===== config.mk =====
export PLATFORM = sky130hd
export DESIGN_NAME = encoder_button_slot_selector_top
export DESIGN_NICKNAME = d
export VERILOG_FILES = /design/src/hw/rtl/ebss_pkg.sv /design/src/hw/rtl/encoder_button_slot_selector_top.sv
export SDC_FILE = /design/constraint.sdc
export NUM_CORES = 1
export LEC_CHECK = 0
export BUFFER_PORTS_ARGS = -buffer_cell sky130_fd_sc_hd__buf_2
export CAP_MARGIN = 20
export CORE_ASPECT_RATIO = 0.75
export CORE_UTILIZATION = 52
export DETAILED_ROUTE_END_ITERATION = 8
export PLACE_DENSITY = 0.75
export SLEW_MARGIN = 25
export SYNTH_ARGS = -nofsm -noshare
export SYNTH_HDL_FRONTEND = slang
export SYNTH_SLANG_ARGS = --single-unit

===== constraint.sdc =====
create_clock -name clk_i -period 9.6 [get_ports clk_i]
set_input_delay 0.48 -clock clk_i [delete_from_list [all_inputs] [get_ports clk_i]]
set_output_delay 0.48 -clock clk_i [all_outputs]
set_load 0.1 [all_outputs]

===== src/hw/rtl/ebss_pkg.sv =====
// package: types, codes and constants of the encoder button slot selector
`timescale 1ns / 1ps

package ebss_pkg;

  localparam int SlotCountDef = 8;

  localparam int CountW   = 32;
  localparam int TimeW    = 32;
  localparam int HoldW    = 16;
  localparam int DblW     = 16;
  localparam int DivW     = 7;
  localparam int TmoW     = 24;
  localparam int CfgIdxW  = 2;
  localparam int CfgDataW = 24;
  localparam int DivCntW  = $clog2(CountW);

  localparam logic [HoldW-1:0] HoldRst = HoldW'(500);
  localparam logic [DblW-1:0]  DblRst  = DblW'(250);
  localparam logic [DivW-1:0]  DivRst  = DivW'(8);
  localparam logic [TmoW-1:0]  TmoRst  = TmoW'(30500);
  localparam logic [DivW-1:0]  DivFine = DivW'(4);

  typedef enum logic [CfgIdxW-1:0] {
    CFG_HOLD    = 2'd0,
    CFG_DOUBLE  = 2'd1,
    CFG_DIVIDER = 2'd2,
    CFG_TIMEOUT = 2'd3
  } cfg_idx_e;

  typedef enum logic [2:0] {
    EV_IDLE     = 3'd0,
    EV_PRESSED  = 3'd1,
    EV_HELD     = 3'd2,
    EV_RELEASED = 3'd3,
    EV_DOUBLE   = 3'd4
  } event_e;

  typedef enum logic [1:0] {
    DIR_NONE = 2'd0,
    DIR_UP   = 2'd1,
    DIR_DOWN = 2'd2
  } dir_e;

  typedef enum logic [1:0] {
    ST_IDLE,
    ST_DIV,
    ST_UPDATE
  } state_e;

endpackage


===== src/hw/rtl/encoder_button_slot_selector_top.sv =====
// top level: button classifier, serial detent divider and slot preview logic
`timescale 1ns / 1ps

// Usage
// Input channel: in_valid_i / in_stall_o with button_level_i, encoder_count_i
// and now_ms_i, one item per poll. Output channel: out_valid_o / out_stall_i
// with one result item for every input item, in order.
// Configuration: cfg_valid_i / cfg_ready_o with cfg_index_i and cfg_data_i;
// ready is always high, write only while no item is in flight.
// Sequence: an accepted item passes through the restoring divider (one
// quotient bit per cycle through one 8-bit compare and subtract), then the
// update state, which writes its result to the output register. No new item
// is taken while one is in the divider or the update state; the next item is
// accepted in the cycle after the update, while the result may still wait in the output register.
// A stalled output holds its item; the update cycle waits until the output
// register is free, and the input stays stalled meanwhile.
// Reset: the configuration returns to its default values, the button counts as
// pressed, all slots are zero and no result is pending.
module encoder_button_slot_selector_top
  import ebss_pkg::*;
#(
  parameter int SLOT_COUNT = SlotCountDef
) (
  input  logic                       clk_i,
  input  logic                       rst_ni,
  input  logic                       in_valid_i,
  output logic                       in_stall_o,
  input  logic                       button_level_i,
  input  logic signed [CountW-1:0]   encoder_count_i,
  input  logic        [TimeW-1:0]    now_ms_i,
  output logic                       out_valid_o,
  input  logic                       out_stall_i,
  output logic        [2:0]          button_event_o,
  output logic        [1:0]          turn_direction_o,
  output logic signed [CountW-1:0]   step_amount_o,
  output logic signed [CountW-1:0]   turn_position_o,
  output logic        [2:0]          preview_slot_out_o,
  output logic        [2:0]          active_slot_out_o,
  output logic                       slot_committed_o,
  output logic                       preview_showing_o,
  input  logic                       cfg_valid_i,
  output logic                       cfg_ready_o,
  input  logic        [CfgIdxW-1:0]  cfg_index_i,
  input  logic        [CfgDataW-1:0] cfg_data_i
);

  localparam int SlotW = (SLOT_COUNT > 1) ? $clog2(SLOT_COUNT) : 1;
  localparam logic [SlotW:0]   SlotCnt  = (SlotW + 1)'(SLOT_COUNT);
  localparam logic [SlotW-1:0] SlotLast = SlotW'(SLOT_COUNT - 1);
  localparam logic [DivCntW-1:0] DivLast = DivCntW'(CountW - 1);

  // configuration
  logic [HoldW-1:0] hold_q;
  logic [DblW-1:0]  dbl_q;
  logic [DivW-1:0]  divcfg_q;
  logic [TmoW-1:0]  tmo_q;
  logic             cfg_we;

  // sequencer and divider
  state_e              state_q, state_d;
  logic                in_accept, upd_fire;
  logic [DivCntW-1:0]  cnt_q, cnt_d;
  logic [CountW-1:0]   dq_q, dq_d;
  logic [DivW-1:0]     rem_q, rem_d;
  logic [DivW:0]       rem_t;
  logic                rem_ge;
  logic [DivW-1:0]     div_q, div_d;
  logic                neg_q, pressed_q;
  logic [TimeW-1:0]    now_q;
  logic [CountW-1:0]   mag_in;
  logic                load_en, div_en, upd_en;

  // block state
  logic                 was_pressed_q;
  event_e               ev_now_q;
  logic [TimeW-1:0]     press_start_q, last_click_q, pv_start_q;
  logic signed [CountW-1:0] last_detent_q;
  dir_e                 dir_q;
  logic [CountW-1:0]    step_total_q;
  logic [SlotW-1:0]     pv_slot_q, act_slot_q, shown_q;
  logic                 showing_q;
  logic [DivW-1:0]      div_seen_q;

  // update results
  event_e               ev_new;
  logic [TimeW-1:0]     press_start_new, last_click_new, pv_start_new;
  logic signed [CountW-1:0] detent, ld_base, last_detent_new;
  logic signed [CountW:0]   diff;
  logic [CountW-1:0]    diff_mag, steps_new, step_total_new;
  logic                 big;
  dir_e                 dir_new;
  logic [SlotW-1:0]     ps1, ps2, act1, shown_new;
  logic [SlotW:0]       ps_inc;
  logic                 show1, show2, show_new, committed;
  logic [TimeW-1:0]     dt_press, dt_click, dt_pv;

  // output register
  logic                 ov_q, ov_d;
  event_e               o_ev_q;
  dir_e                 o_dir_q;
  logic [CountW-1:0]    o_steps_q, o_pos_q;
  logic [SlotW-1:0]     o_pv_q, o_act_q;
  logic                 o_com_q, o_show_q;
  logic [SlotW+2:0]     o_pv_ext, o_act_ext;

  assign cfg_ready_o = 1'b1;
  assign cfg_we      = cfg_valid_i & cfg_ready_o;

  always_ff @(posedge clk_i or negedge rst_ni) begin
    if (!rst_ni) begin
      hold_q   <= HoldRst;
      dbl_q    <= DblRst;
      divcfg_q <= DivRst;
      tmo_q    <= TmoRst;
    end else if (cfg_we) begin
      unique case (cfg_idx_e'(cfg_index_i))
        CFG_HOLD:    hold_q   <= cfg_data_i[HoldW-1:0];
        CFG_DOUBLE:  dbl_q    <= cfg_data_i[DblW-1:0];
        CFG_DIVIDER: divcfg_q <= cfg_data_i[DivW-1:0];
        CFG_TIMEOUT: tmo_q    <= cfg_data_i[TmoW-1:0];
        default:     hold_q   <= hold_q;
      endcase
    end
  end

  // next state
  always_comb begin
    state_d = state_q;
    unique case (state_q)
      ST_IDLE:   if (in_accept) state_d = ST_DIV;
      ST_DIV:    if (cnt_q == DivLast) state_d = ST_UPDATE;
      ST_UPDATE: if (upd_fire) state_d = ST_IDLE;
      default:   state_d = ST_IDLE;
    endcase
  end

  // sequencer outputs
  always_comb begin
    in_stall_o = 1'b1;
    load_en    = 1'b0;
    div_en     = 1'b0;
    upd_en     = 1'b0;
    unique case (state_q)
      ST_IDLE: begin
        in_stall_o = 1'b0;
        load_en    = in_valid_i;
      end
      ST_DIV:    div_en = 1'b1;
      ST_UPDATE: upd_en = ~ov_q | ~out_stall_i;
      default:   in_stall_o = 1'b1;
    endcase
  end

  assign in_accept = in_valid_i & ~in_stall_o;
  assign upd_fire  = upd_en;

  // divider step: one quotient bit per cycle
  assign mag_in = encoder_count_i[CountW-1] ? (~encoder_count_i + 1'b1) : encoder_count_i;
  assign rem_t  = {rem_q, dq_q[CountW-1]};
  assign rem_ge = rem_t >= {1'b0, div_q};

  always_comb begin
    dq_d  = dq_q;
    rem_d = rem_q;
    cnt_d = cnt_q;
    div_d = div_q;
    if (load_en) begin
      dq_d  = mag_in;
      rem_d = '0;
      cnt_d = '0;
      div_d = (divcfg_q == '0) ? DivW'(1) : divcfg_q;
    end else if (div_en) begin
      dq_d  = {dq_q[CountW-2:0], rem_ge};
      rem_d = rem_ge ? DivW'(rem_t - {1'b0, div_q}) : rem_t[DivW-1:0];
      cnt_d = cnt_q + 1'b1;
    end
  end

  always_ff @(posedge clk_i or negedge rst_ni) begin
    if (!rst_ni) begin
      state_q <= ST_IDLE;
    end else begin
      state_q <= state_d;
    end
  end

  always_ff @(posedge clk_i) begin
    dq_q  <= dq_d;
    rem_q <= rem_d;
    cnt_q <= cnt_d;
    div_q <= div_d;
    if (load_en) begin
      neg_q     <= encoder_count_i[CountW-1];
      pressed_q <= ~button_level_i;
      now_q     <= now_ms_i;
    end
  end

  // button
  assign dt_press = now_q - press_start_q;
  assign dt_click = now_q - last_click_q;
  assign dt_pv    = now_q - pv_start_q;

  always_comb begin
    ev_new          = ev_now_q;
    press_start_new = press_start_q;
    last_click_new  = last_click_q;
    if (!pressed_q && !was_pressed_q) begin
      ev_new = EV_IDLE;
    end else if (!pressed_q) begin
      ev_new         = EV_RELEASED;
      last_click_new = now_q;
    end else if (was_pressed_q) begin
      if (dt_press > TimeW'(hold_q)) ev_new = EV_HELD;
    end else begin
      press_start_new = now_q;
      ev_new          = (dt_click < TimeW'(dbl_q)) ? EV_DOUBLE : EV_PRESSED;
      last_click_new  = now_q;
    end
  end

  // encoder
  assign detent   = neg_q ? (~dq_q + 1'b1) : dq_q;
  assign ld_base  = (div_q != div_seen_q) ? detent : last_detent_q;
  assign diff     = {ld_base[CountW-1], ld_base} - {detent[CountW-1], detent};
  assign diff_mag = diff[CountW] ? CountW'(~diff + 1'b1) : diff[CountW-1:0];
  assign big      = (diff > (CountW + 1)'(signed'(1))) ||
                    (diff < -(CountW + 1)'(signed'(1))) ||
                    ((diff != '0) && (div_q < DivFine));

  always_comb begin
    dir_new         = DIR_NONE;
    steps_new       = diff_mag;
    step_total_new  = step_total_q;
    last_detent_new = ld_base;
    if (big) begin
      if (!diff[CountW] && dir_q != DIR_DOWN) begin
        dir_new         = DIR_UP;
        step_total_new  = step_total_q + 1'b1;
        last_detent_new = detent;
      end else if (diff[CountW] && dir_q != DIR_UP) begin
        dir_new         = DIR_DOWN;
        step_total_new  = step_total_q - 1'b1;
        steps_new       = diff[CountW-1:0];
        last_detent_new = detent;
      end
    end
  end

  // slots
  assign ps_inc = {1'b0, pv_slot_q} + 1'b1;

  always_comb begin
    ps1          = pv_slot_q;
    act1         = act_slot_q;
    show1        = showing_q;
    committed    = 1'b0;
    ps2          = ps1;
    show2        = show1;
    pv_start_new = pv_start_q;
    shown_new    = shown_q;
    show_new     = show1;
    unique case (dir_new)
      DIR_UP:   ps1 = (ps_inc >= SlotCnt) ? '0 : ps_inc[SlotW-1:0];
      DIR_DOWN: ps1 = (pv_slot_q == '0) ? SlotLast : pv_slot_q - 1'b1;
      default:  ps1 = pv_slot_q;
    endcase
    if (ev_new == EV_PRESSED && ev_now_q == EV_IDLE && act_slot_q != ps1) begin
      act1      = ps1;
      show1     = 1'b0;
      committed = 1'b1;
    end
    ps2   = ps1;
    show2 = show1;
    if (dt_pv > TimeW'(tmo_q) && show1 && act1 != ps1) begin
      ps2          = act1;
      show2        = 1'b0;
      pv_start_new = now_q;
    end
    show_new = show2;
    if (shown_q != ps2) begin
      shown_new    = ps2;
      show_new     = 1'b1;
      pv_start_new = now_q;
    end
  end

  always_ff @(posedge clk_i or negedge rst_ni) begin
    if (!rst_ni) begin
      was_pressed_q <= 1'b1;
      ev_now_q      <= EV_IDLE;
      press_start_q <= '0;
      last_click_q  <= '0;
      last_detent_q <= '0;
      dir_q         <= DIR_NONE;
      step_total_q  <= '0;
      pv_slot_q     <= '0;
      act_slot_q    <= '0;
      shown_q       <= '0;
      showing_q     <= 1'b0;
      pv_start_q    <= '0;
      div_seen_q    <= DivRst;
    end else if (upd_fire) begin
      was_pressed_q <= pressed_q;
      ev_now_q      <= ev_new;
      press_start_q <= press_start_new;
      last_click_q  <= last_click_new;
      last_detent_q <= last_detent_new;
      dir_q         <= dir_new;
      step_total_q  <= step_total_new;
      pv_slot_q     <= ps2;
      act_slot_q    <= act1;
      shown_q       <= shown_new;
      showing_q     <= show_new;
      pv_start_q    <= pv_start_new;
      div_seen_q    <= div_q;
    end
  end

  // output register
  always_comb begin
    ov_d = ov_q;
    if (upd_fire) begin
      ov_d = 1'b1;
    end else if (ov_q && !out_stall_i) begin
      ov_d = 1'b0;
    end
  end

  always_ff @(posedge clk_i or negedge rst_ni) begin
    if (!rst_ni) begin
      ov_q <= 1'b0;
    end else begin
      ov_q <= ov_d;
    end
  end

  always_ff @(posedge clk_i) begin
    if (upd_fire) begin
      o_ev_q    <= ev_new;
      o_dir_q   <= dir_new;
      o_steps_q <= steps_new;
      o_pos_q   <= step_total_new;
      o_pv_q    <= ps2;
      o_act_q   <= act1;
      o_com_q   <= committed;
      o_show_q  <= show_new;
    end
  end

  assign o_pv_ext  = {3'b000, o_pv_q};
  assign o_act_ext = {3'b000, o_act_q};

  assign out_valid_o        = ov_q;
  assign button_event_o     = o_ev_q;
  assign turn_direction_o   = o_dir_q;
  assign step_amount_o      = o_steps_q;
  assign turn_position_o    = o_pos_q;
  assign preview_slot_out_o = o_pv_ext[2:0];
  assign active_slot_out_o  = o_act_ext[2:0];
  assign slot_committed_o   = o_com_q;
  assign preview_showing_o  = o_show_q;

  // assertions
  a_commit_match: assert property (@(posedge clk_i) disable iff (!rst_ni)
    (upd_fire && committed) |=> (o_act_q == o_pv_q))
    else $error("committed slot differs from preview");

  a_no_turn_hold: assert property (@(posedge clk_i) disable iff (!rst_ni)
    (upd_fire && dir_new == DIR_NONE) |=> (step_total_q == $past(step_total_q)))
    else $error("turn position moved without a step");

  a_div_len: assert property (@(posedge clk_i) disable iff (!rst_ni)
    (state_q == ST_DIV && cnt_q == DivLast) |=> (state_q == ST_UPDATE))
    else $error("divider did not finish after its last bit");

  a_out_hold: assert property (@(posedge clk_i) disable iff (!rst_ni)
    (ov_q && out_stall_i) |=> (ov_q && $stable(o_pos_q) && $stable(o_ev_q)))
    else $error("pending result overwritten while stalled");

endmodule

== Word level (Yosys, flattened, before mapping) ==
Cells that the tools add are included.
Widths: inputs -> output; s select.

* Register bits after elaboration: 411
* Input port bits: 96
* Output and inout bits: 80
* Word-level logic and storage cells: 164

* $add $sub $neg: 13
* Order comparisons: 8
* Eq/ne operators: 19
* Muxes and demuxes: 47
* Bitwise logic cells: 10
* Reductions and logical operators: 33

{| class="wikitable"
|+ Operators by type and width
! cell !! count
|-
| $mux 32 || 19
|-
| $add 32x1->32 const B || 4
|-
| $not 32->32 || 3
|-
| $sub 32x32->32 || 3
|-
| $gt 33x2->1 const B || 1
|-
| $lt 33x1->1 const B || 1
|-
| $reduce_bool 33->1 || 1
|-
| $sub 32x32->33 || 1
|-
| $gt 32x16->1 || 1
|-
| $gt 32x24->1 || 1
|-
| $lt 32x16->1 || 1
|-
| $sub 32x1->32 const B || 1
|-
| $mux 3 || 9
|-
| $mux 2 || 6
|-
| $reduce_and 2->1 || 6
|-
| $mux 1 || 10
|-
| $ne 2x2->1 const B || 5
|-
| $logic_and 1x1->1 || 9
|-
| $ne 3x3->1 || 3
|-
| $eq 2x2->1 const B || 4
|-
| $ge 8x7->1 || 1
|-
| $logic_not 7->1 || 1
|-
| $lt 7x3->1 const B || 1
|-
| $mux 7 || 1
|-
| 22 further kinds || 37
|}

== Depth between registers and ports, before layout ==
Gate-level depths: netlist of run 1.

* Depth in word-level cells: 20
* Gate-level depth with buffers: 40
* Gate-level depth less buffers: 33

== Worst setup path after synthesis of run 1 ==
OpenSTA, ideal clock, no wires.

* Path kind: register to register
* Start point: reg neg_q
* End point: reg pv_start_q[10]
* Setup time: 0.138 ns
* Arrival time: 8.330 ns
* Data required time: 9.462 ns
* Slack: 1.132 ns
* Stages on the path, launching flop included: 35
* Buffers on the path: 9
* Period minus slack after synthesis: 8.468 ns
* Path through: edfxtp_1 -> buf_1 -> buf_2 -> clkbuf_1 -> clkbuf_1 -> mux2i_1 -> a21oi_1 -> ha_1 -> nor2b_1 -> o31a_1 -> or2_0 -> a211o_1 -> a2111oi_0 -> o211a_1 -> and4b_1 -> o2111ai_1 -> nor4_1 -> and4_4 -> a2bb2oi_4 -> buf_4 -> buf_4 -> nor2_1 -> ha_1 -> a21oi_1 -> nor2_1 -> a31oi_1 -> xor2_1 -> nor3_1 -> nand2b_1 -> clkbuf_1 -> clkbuf_1 -> clkbuf_1 -> o22ai_1 -> a31oi_1 -> o211ai_1

* Cells in the longest elaborated chain, start to end: 18
* Elaborated cells on any way between the ends: 30
* Those cells by class: 1 x add/sub; 2 x order compare; 5 x eq/ne; 10 x mux; 12 x reduce/logical

{| class="wikitable"
|+ Ends and longest elaborated chain
! what !! RTL line !! source
|-
| start: declaration || encoder_button_slot_selector_top.sv:68 || <nowiki>logic neg_q, pressed_q;</nowiki>
|-
| start signal: assignment || encoder_button_slot_selector_top.sv:193 || <nowiki>neg_q <= encoder_count_i[CountW-1];</nowiki>
|-
| $mux 32 * || encoder_button_slot_selector_top.sv:223 || <nowiki>assign detent = neg_q ? (~dq_q + 1'b1) : dq_q;</nowiki>
|-
| $mux 32 || encoder_button_slot_selector_top.sv:224 || <nowiki>assign ld_base = (div_q != div_seen_q) ? detent : last_detent_q;</nowiki>
|-
| $sub 32x32->33 * || encoder_button_slot_selector_top.sv:225 || <nowiki>assign diff = {ld_base[CountW-1], ld_base} - {detent[CountW-1], detent};</nowiki>
|-
| $gt 33x2->1 (tied with other cells) || encoder_button_slot_selector_top.sv:227 || <nowiki>assign big = (diff > (CountW + 1)'(signed'(1))) ||</nowiki>
|-
| $logic_or 1x1->1 (tied with other cells) || encoder_button_slot_selector_top.sv:227 ||
|-
| $logic_or 1x1->1 / $mux 2 (equally long branches) || encoder_button_slot_selector_top.sv:228, encoder_button_slot_selector_top.sv:237 ||
|-
| $mux 2 * || encoder_button_slot_selector_top.sv:236 || <nowiki>if (big) begin</nowiki>
|-
| via dir_new[1] || encoder_button_slot_selector_top.sv:91 || <nowiki>dir_e dir_new;</nowiki>
|-
| (+3 left out) || - ||
|-
| $logic_and 1x1->1 || encoder_button_slot_selector_top.sv:268 || <nowiki>if (ev_new == EV_PRESSED && ev_now_q == EV_IDLE && act_slot_q != ps1) begin</nowiki>
|-
| $mux 3 / $mux 1 (equally long branches) || encoder_button_slot_selector_top.sv:268 ||
|-
| $ne 3x3->1 / $logic_and 1x1->1 (equally long branches) || encoder_button_slot_selector_top.sv:275 || <nowiki>if (dt_pv > TimeW'(tmo_q) && show1 && act1 != ps1) begin</nowiki>
|-
| $logic_and 1x1->1 || encoder_button_slot_selector_top.sv:275 ||
|-
| $mux 3 || encoder_button_slot_selector_top.sv:275 ||
|-
| $ne 3x3->1 || encoder_button_slot_selector_top.sv:281 || <nowiki>if (shown_q != ps2) begin</nowiki>
|-
| $reduce_bool 2->1 (no line) || - ||
|-
| $reduce_and 2->1 (no line) || - ||
|-
| end signal: assignment || encoder_button_slot_selector_top.sv:315 || <nowiki>pv_start_q <= pv_start_new;</nowiki>
|-
| end: declaration || encoder_button_slot_selector_top.sv:76 || <nowiki>logic [TimeW-1:0] press_start_q, last_click_q, pv_start_q;</nowiki>
|}

Mark *: on every way through the listed nets, which the timed path passes. The rest lies on a longest branch.
A chain may end at the register's enable or synchronous reset.

== Worst setup path after layout of run 1 ==
* Start point: reg dq_q[17]
* End point: reg pv_start_q[29]

* Cells in the longest elaborated chain, start to end: 20
* Elaborated cells on any way between the ends: 32
* Those cells by class: 2 x add/sub; 2 x order compare; 5 x eq/ne; 10 x mux; 1 x bitwise; 12 x reduce/logical

{| class="wikitable"
|+ Ends and longest elaborated chain
! what !! RTL line !! source
|-
| start: declaration || encoder_button_slot_selector_top.sv:63 || <nowiki>logic [CountW-1:0] dq_q, dq_d;</nowiki>
|-
| start signal: assignment || encoder_button_slot_selector_top.sv:188 || <nowiki>dq_q <= dq_d;</nowiki>
|-
| $not 32->32 || encoder_button_slot_selector_top.sv:223 ||
|-
| $add 32x1->32 || encoder_button_slot_selector_top.sv:223 ||
|-
| $mux 32 * || encoder_button_slot_selector_top.sv:223 ||
|-
| $mux 32 || encoder_button_slot_selector_top.sv:224 ||
|-
| $sub 32x32->33 * || encoder_button_slot_selector_top.sv:225 ||
|-
| $gt 33x2->1 (tied with other cells) || encoder_button_slot_selector_top.sv:227 ||
|-
| $logic_or 1x1->1 (tied with other cells) || encoder_button_slot_selector_top.sv:227 ||
|-
| $logic_or 1x1->1 / $mux 2 (equally long branches) || encoder_button_slot_selector_top.sv:228, encoder_button_slot_selector_top.sv:237 ||
|-
| (+4 left out) || - ||
|-
| $logic_and 1x1->1 || encoder_button_slot_selector_top.sv:268 ||
|-
| $mux 3 / $mux 1 (equally long branches) || encoder_button_slot_selector_top.sv:268 ||
|-
| $ne 3x3->1 / $logic_and 1x1->1 (equally long branches) || encoder_button_slot_selector_top.sv:275 ||
|-
| $logic_and 1x1->1 || encoder_button_slot_selector_top.sv:275 ||
|-
| $mux 3 || encoder_button_slot_selector_top.sv:275 ||
|-
| $ne 3x3->1 || encoder_button_slot_selector_top.sv:281 ||
|-
| $reduce_bool 2->1 (no line) || - ||
|-
| $reduce_and 2->1 (no line) || - ||
|}

Every way passes the cells marked *; elsewhere a longest branch is shown, timed or not.

==> results of run 1 <==
worst min path at each step:
| stage | endpoint | cells past startpoint | slack, ns | start |
|---|---|---|---|---|
| 4_1_cts | now_q[18]$_DFFE_PP_ | 1 | 0.02 | now_ms_i[18] |
| 6_report | now_q[17]$_DFFE_PP_ | 1 | 0.05 | now_ms_i[17] |
| 3_5_place_dp | last_detent_q[18]$_DFFE_PN0P_ | 1 | 0.44 | rst_ni |
| 2_1_floorplan | act_slot_q[0]$_DFFE_PN0P_ | 0 | 0.18 | rst_ni |
| 5_1_grt | now_q[18]$_DFFE_PP_ | 1 | 0.03 | now_ms_i[18] |
| 3_3_place_gp | last_detent_q[18]$_DFFE_PN0P_ | 1 | 0.44 | rst_ni |
area by class of cell:
class / count / area, um^2 / area share
clock inverter: 27 / 225 / 0.00687
tap: 731 / 915 / 0.0279
timing repair buffer: 214 / 1190 / 0.0363
antenna: 3 / 7.51 / 0.000229
clock buffer: 55 / 1220 / 0.0373
inverter: 251 / 947 / 0.0289
multi-input combinational: 2473 / 17300 / 0.527
sequential: 411 / 11000 / 0.336
per-stage QoR:
step	setup WS, ns	utilization	cells	power (W)	instance area, um^2
after floorplan	1.13	-	3294	0.00768	29800
after global placement	0.925	0.556	4079	0.00926	31300
after detailed placement	0.716	0.556	4079	0.00937	31300
after CTS	0.690	0.582	4162	0.0111	32800
after global routing	0.0593	0.582	4163	0.0121	32800
final	0.722	0.582	4165	0.0113	32800
repair_timing:
| action | in CTS | in global routing |
|---|---|---|
| hold endpoints to repair | 49 | 0 |
| gates resized for setup | 0 | 1 |
| hold buffers | 1 | 0 |
| endpoints found under the setup margin | 0 | 32 |
sequential cells by signal, indices dropped and copies added (netlist names), 5 cells and up:
signal	flops
step_total_q	32
rem_q	7
div_q	7
div_seen_q	7
pv_start_q	32
cnt_q	5
step_amount_o	32
dbl_q	16
turn_position_o	32
tmo_q	24
press_start_q	32
last_click_q	32
last_detent_q	32
now_q	32
divcfg_q	7
dq_q	32
hold_q	16
synthesized netlist by cell type, types with 9 or more instances:
cell	n
mux2i_1	43
a211o_1	10
o21ai_1	9
nand2_1	329
or2_2	10
xnor2_1	108
nand3_1	65
o221ai_1	14
nor4_1	21
ha_1	199
o2111ai_1	9
o31ai_1	33
a21boi_0	11
o21a_1	23
dfstp_2	23
and4_1	10
or3_1	29
nand4_1	43
nor2_1	188
and2_1	12
edfxtp_1	150
nor3_1	77
or4_1	49
o21ai_0	227
inv_1	249
o22ai_1	37
and3_1	31
a21o_1	84
buf_1	12
o211ai_1	52
nor2b_1	26
a31oi_1	56
dfxtp_1	12
clkbuf_1	128
dfrtp_1	226
nand2b_1	32
o21bai_1	14
mux2_2	91
buf_2	11
a211oi_1	25
xor2_1	160
a21oi_1	184
cells by family (layout without fill, tap and decap cells):
| kind of cell | after synthesis | count (layout) | share of synthesized area |
|---|---|---|---|
| other | 1 | 4 | 0.000126 |
| adder cells (fa/ha/maj) | 206 | 206 | 0.0875 |
| buffers and inverters | 410 | 547 | 0.0537 |
| AND/OR/NAND/NOR | 963 | 963 | 0.160 |
| XOR/XNOR | 272 | 272 | 0.0813 |
| flip-flops | 411 | 411 | 0.369 |
| multiplexers | 136 | 136 | 0.0496 |
| AO/OA/AOI/OAI | 895 | 895 | 0.199 |
layout by cell type (no fill, tap or decap), types with 84 or more instances in the layout:
cell type  Yosys  layout
a21oi_1      184     184
ha_1         199     199
o21ai_0      227     227
nand2_1      329     327
nor2_1       188     187
dfrtp_1      226     226
inv_1        249     249
mux2_2        91      91
a21o_1        84      84
xnor2_1      108     107
edfxtp_1     150     150
xor2_1       160     158
buf_2         11     173
report_power, final:
group	switching (W)	total [W]	internal (W)
combinational	0.00433	0.00689	0.00256
clock	0.000764	0.00173	0.000969
sequential	0.000330	0.00266	0.00233
total	0.00543	0.0113	0.00585
critical path: cells and delay by family (launching register included):
kind | cells | cell delay [ns]
xor gates and xnor gates | 3 | 0.61
adders and majority gates | 2 | 0.74
buffers and inverters | 2 | 0.52
AOI/OAI and AO/OA | 10 | 1.87
DFF | 1 | 0.52
and+or+nand+nor | 16 | 4.47
routing by layer:
metal  wire [um]  vias to the layer above  part of all wire  track usage
met1       38200                    12000              0.50        0.417
met2       31000                      926              0.40        0.371
met4        1680                        2             0.022       0.0690
met3        6140                       99             0.080       0.0345
met5          12                        -           0.00016            0
li1            -                    12200                 -            -
==> results.cfg, run 1 <==
[timing]
timing.final.hold_violations = 0
rsz0062_at_grt = false
totalNegativeSetupSlack_ns = 0
max-slew-margin-rel = 0.411
worst_pin_slew_ns = 0.881
fin_crit_ns = 8.88
whs_ns = 0.0453
fmax_mhz = 113
slew_viol_final = 0
finalSetupViolations = 0
skew_ns = 0.0311
fin_crit_sh = 0.925

[setup_path]
worst_ep_arrival_time_ns = 9.38
crit_path_start_kind = flop
regToRegEndpoint = pv_start_q[29]$_DFFE_PN0P_
required_ns = 10.10
worstPathMaxFanout = 64
worstSetupStartpoint = dq_q[17]$_DFFE_PP_
cpMaxStageDelayCell = or4_4
r2r_start = dq_q[17]$_DFFE_PP_
r2r_slack_ns = 0.72
critPathCaptureType = flop
crit_path_end = pv_start_q[29]$_DFFE_PN0P_
max_stage_delay_ns = 0.62
worstSetupPathType = flop to flop
cpMostUsedCell = nand2_1
r2r_cells = 33

[synth]
ys_seq_area_frac = 0.369
synth_area_leaders = dfrtp_1 19%, edfxtp_1 15%, ha_1 8.4%
synth_fp_nets = 3594
synth_area_mm2 = 0.0298
avgSynthCellArea_um2 = 9.05
synthArstFlopShare = 0.606
synth_ff_type = dfrtp_1
synthCells = 3294
yosys_register_bits = 411
synth_edf_count = 150
yosys.area.top_type_share = 0.190
yosysWarningCount = 0
synth_top_cell_by_area = dfrtp_1
yosysUniqueCellTypes = 117

[die]
initial_utilization = 0.529
core_area_mm2 = 0.0563
die_x_um = 278
dieArea_mm2 = 0.0583
fp.dieH_um = 209
placement_rows = 75
boundaryPins = 176

[routing]
drtPass1Iterations = 5
drc = 0
ant_nets = 0
vias = 25200
routed_wl_mm = 77.1
viasPerCell = 6.05
drt_iter0_drc = 2727
wl_per_cell_um = 18.5

[pwr]
p_per_area_mw_per_mm2 = 344
p_leak_nw = 14.2
ir_drop_v = 0.000648

[finish]
drive_above_1_share = 0.138
nets = 3696
syn2layout_area_growth_pct = 9.96
fill_cells = 4896

[clock_network]
cts_setup_buffers = 0
cts_tree = yes
cts_made_buffers = 45
h-tree-depth = 2
cts.sinks = 411
clock_path_buffers = 3
clk_pin_slew_worst_paths_ns = 0.07
root_buffer = clkbuf_16
clkLatencyLatePin_ns = 0.61

[grt]
antenna_found_initial = 6
grt_start_max_net_pins = 78
grt_pass1_vias = 22900
grt_pass1_wl_mm = 124
overflow = 0
grtUsageTotal = 0.263

[worst_hold_path]
min_path_type = primary input to flop

[placement]
place.gp.congestion = 0.970
io_buffers = 174
hpwl_mm = 57.7

[flow_run]
drv_cap = 0

[run_status]
status = complete, no violations
Note: power is estimated with default switching activity, not from simulation.
==> inputs of run 2 (changes only) <==
Settings changed: BUFFER_PORTS_ARGS -buffer_cell sky130_fd_sc_hd__buf_2 to default, CTS_BUF_LIST from default to sky130_fd_sc_hd__clkbuf_16, DONT_BUFFER_PORTS from default to 1, PLACE_DENSITY 0.75 to 0.72.
==> run 2 against run 1 <==
  * Final cell count fell by 3.1%
  * Count of clock-buffer cells in the layout down 9
  * Register-to-register slack worse by 0.08 ns
  * First-iteration DRC count decreased by 9.2%
  * Largest power group unchanged
==> results.cfg, run 2 (same netlist as run 1, synthesis figures left out) <==
[timing]
fin_crit_sh = 0.933
rsz0062_at_grt = false
skew_ns = 0.0234
worst_pin_slew_ns = 1.07
slew_viol_final = 0
fmax_mhz = 112
max-slew-margin-rel = 0.285
finalSetupViolations = 0
totalNegativeSetupSlack_ns = 0
fin_crit_ns = 8.96
timing.final.hold_violations = 0

[die]
dieArea_mm2 = 0.0583
boundaryPins = 176
placement_rows = 75
initial_utilization = 0.529
core_area_mm2 = 0.0563
die_x_um = 278
fp.dieH_um = 209

[pwr]
clkPwrFrac = 0.154
p_per_area_mw_per_mm2 = 356
pwr-share-comb = 0.615
p_sw_frac = 0.487
seqPwrFrac = 0.231
p_leak_nw = 13.8
finalPower_w = 0.0116
switchingPower_w = 0.00563
ir_drop_v = 0.000575
intPower_w = 0.00594

[grt]
grt_start_max_net_pins = 250
grt_pass1_wl_mm = 130
overflow = 0
grt_pass1_vias = 23500
grtUsageTotal = 0.279
antenna_found_initial = 6

[routing]
vias = 25100
ant_nets = 0
viasPerCell = 6.22
drtPass1Iterations = 6
drt_iter0_drc = 2476
routed_wl_mm = 82.4
wl_per_cell_um = 20.4
drc = 0

[finish]
seq_area_mm2 = 0.0110
syn2layout_area_growth_pct = 9.07
nets = 3566
final_common_cell = nand2_1
drive_above_1_share = 0.0887
mostFrequentLayoutCells = 327 x nand2_1, 256 x inv_1, 227 x o21ai_0
multi_input_area_mm2 = 0.0173
final_core_util = 0.577
fill_cells = 4871

[clock_network]
clkLatencyLatePin_ns = 0.60
h-tree-depth = 2
cts_tree = yes
clk_pin_slew_worst_paths_ns = 0.06
cts_made_buffers = 44
root_buffer = clkbuf_16
cts.sinks = 411
clock_path_buffers = 3
cts_setup_buffers = 0

[setup_path]
worstPathMaxFanout = 64
critPathCaptureType = flop
max_stage_delay_ns = 0.62
cpMaxStageDelayCell = or4_4
required_ns = 10.10
worst_ep_arrival_time_ns = 9.46
crit_path_start_kind = flop
worstSetupPathType = flop to flop

[placement]
hpwl_mm = 61.0
io_buffers = 0
place.gp.congestion = 0.993

[worst_hold_path]
min_path_type = primary input to flop

[flow_run]
drv_cap = 0

[run_status]
status = complete, no violations
==> run 2: cell types whose count changed in the layout (fill, tap and decap cells not counted), sizes merged <==
cell | before | now
buf | 213 | 37
clkbuf | 55 | 46
xor2 | 161 | 162
bufinv | 2 | 6
xnor2 | 109 | 110
inv | 258 | 259
dlygate4sd3 | 1 | 46
clkinvlp | 4 | 3
clkinv | 14 | 19
diode | 3 | 1
==> run 2: layout make-up <==
cell class / count / share of cell area
multi-input combinational: 2475 / 0.533
sequential: 411 / 0.338
clock buffer: 46 / 0.0354
inverter: 251 / 0.0291
tap: 731 / 0.0281
timing repair buffer: 83 / 0.0251
clock inverter: 36 / 0.0105
antenna: 1 / 0.0000770
==> run 2: final timing paths <==
check | start | end | slack [ns] | depth (start not counted)
hold / removal | cfg_data_i[6] | tmo_q[6]$_DFFE_PN0P_ | 0.03 | 1
min in group asynchronous | rst_ni | out_valid_o$_DFFE_PN0P_ | 0.50 | 2
setup / recovery | dq_q[17]$_DFFE_PP_ | pv_start_q[8]$_DFFE_PN0P_ | 0.64 | 31
setup reg to reg | dq_q[17]$_DFFE_PP_ | pv_start_q[8]$_DFFE_PN0P_ | 0.64 | 31
max in group asynchronous | rst_ni | step_total_q[22]$_DFFE_PN0P_ | 7.93 | 3
hold reg to reg | divcfg_q[6]$_DFFE_PN0P_ | div_q[6]$_SDFFCE_PN0P_ | 0.47 | 0
==> run 2: routing by layer <==
layer | GRT usage | part of all wire
met2 | 0.404 | 0.41
met4 | 0.0714 | 0.023
met5 | 0 | 0.00015
met3 | 0.0560 | 0.094
met1 | 0.422 | 0.47
==> run 2: critical path, delay by kind of cell (launching register included) <==
kind / cells / cell delay [ns]
AO/OA/AOI/OAI: 8 / 1.61
XOR/XNOR: 2 / 0.41
adder cells (fa/ha/maj): 2 / 0.74
buffers and inverters: 1 / 0.25
flip-flops: 1 / 0.52
AND/OR/NAND/NOR: 18 / 5.28
==> run 2: what timing repair did <==
item                                    in CTS  in global routing
endpoints found under the hold margin      294                112
endpoints found under the setup margin       0                 32
resized for setup                            0                  4
hold buffers                                46                  1
==> run 2: stage by stage <==
| stage | setup slack (ns) | hold slack, ns | instance area (um^2) | std cells |
|---|---|---|---|---|
| 3_3_place_gp | 0.498 | 0.204 | 30400 | 3900 |
| 2_1_floorplan | 1.13 | 0.184 | 29800 | 3294 |
| 5_1_grt | 0.0267 | 0.00764 | 32500 | 4034 |
| 4_1_cts | 0.505 | 0.00131 | 32400 | 4028 |
| 3_5_place_dp | 0.526 | 0.207 | 30400 | 3900 |
| 6_report | 0.639 | 0.0279 | 32500 | 4034 |
==> run 2: power by group through the flow <==
stage / clock network (W) / logic, W / registers, W
2_1_floorplan: 0 / 0.00513 / 0.00255
3_5_place_dp: 0 / 0.00684 / 0.00269
3_3_place_gp: 0 / 0.00664 / 0.00267
4_1_cts: 0.00181 / 0.00691 / 0.00265
5_1_grt: 0.00188 / 0.00777 / 0.00271
6_report: 0.00178 / 0.00712 / 0.00267
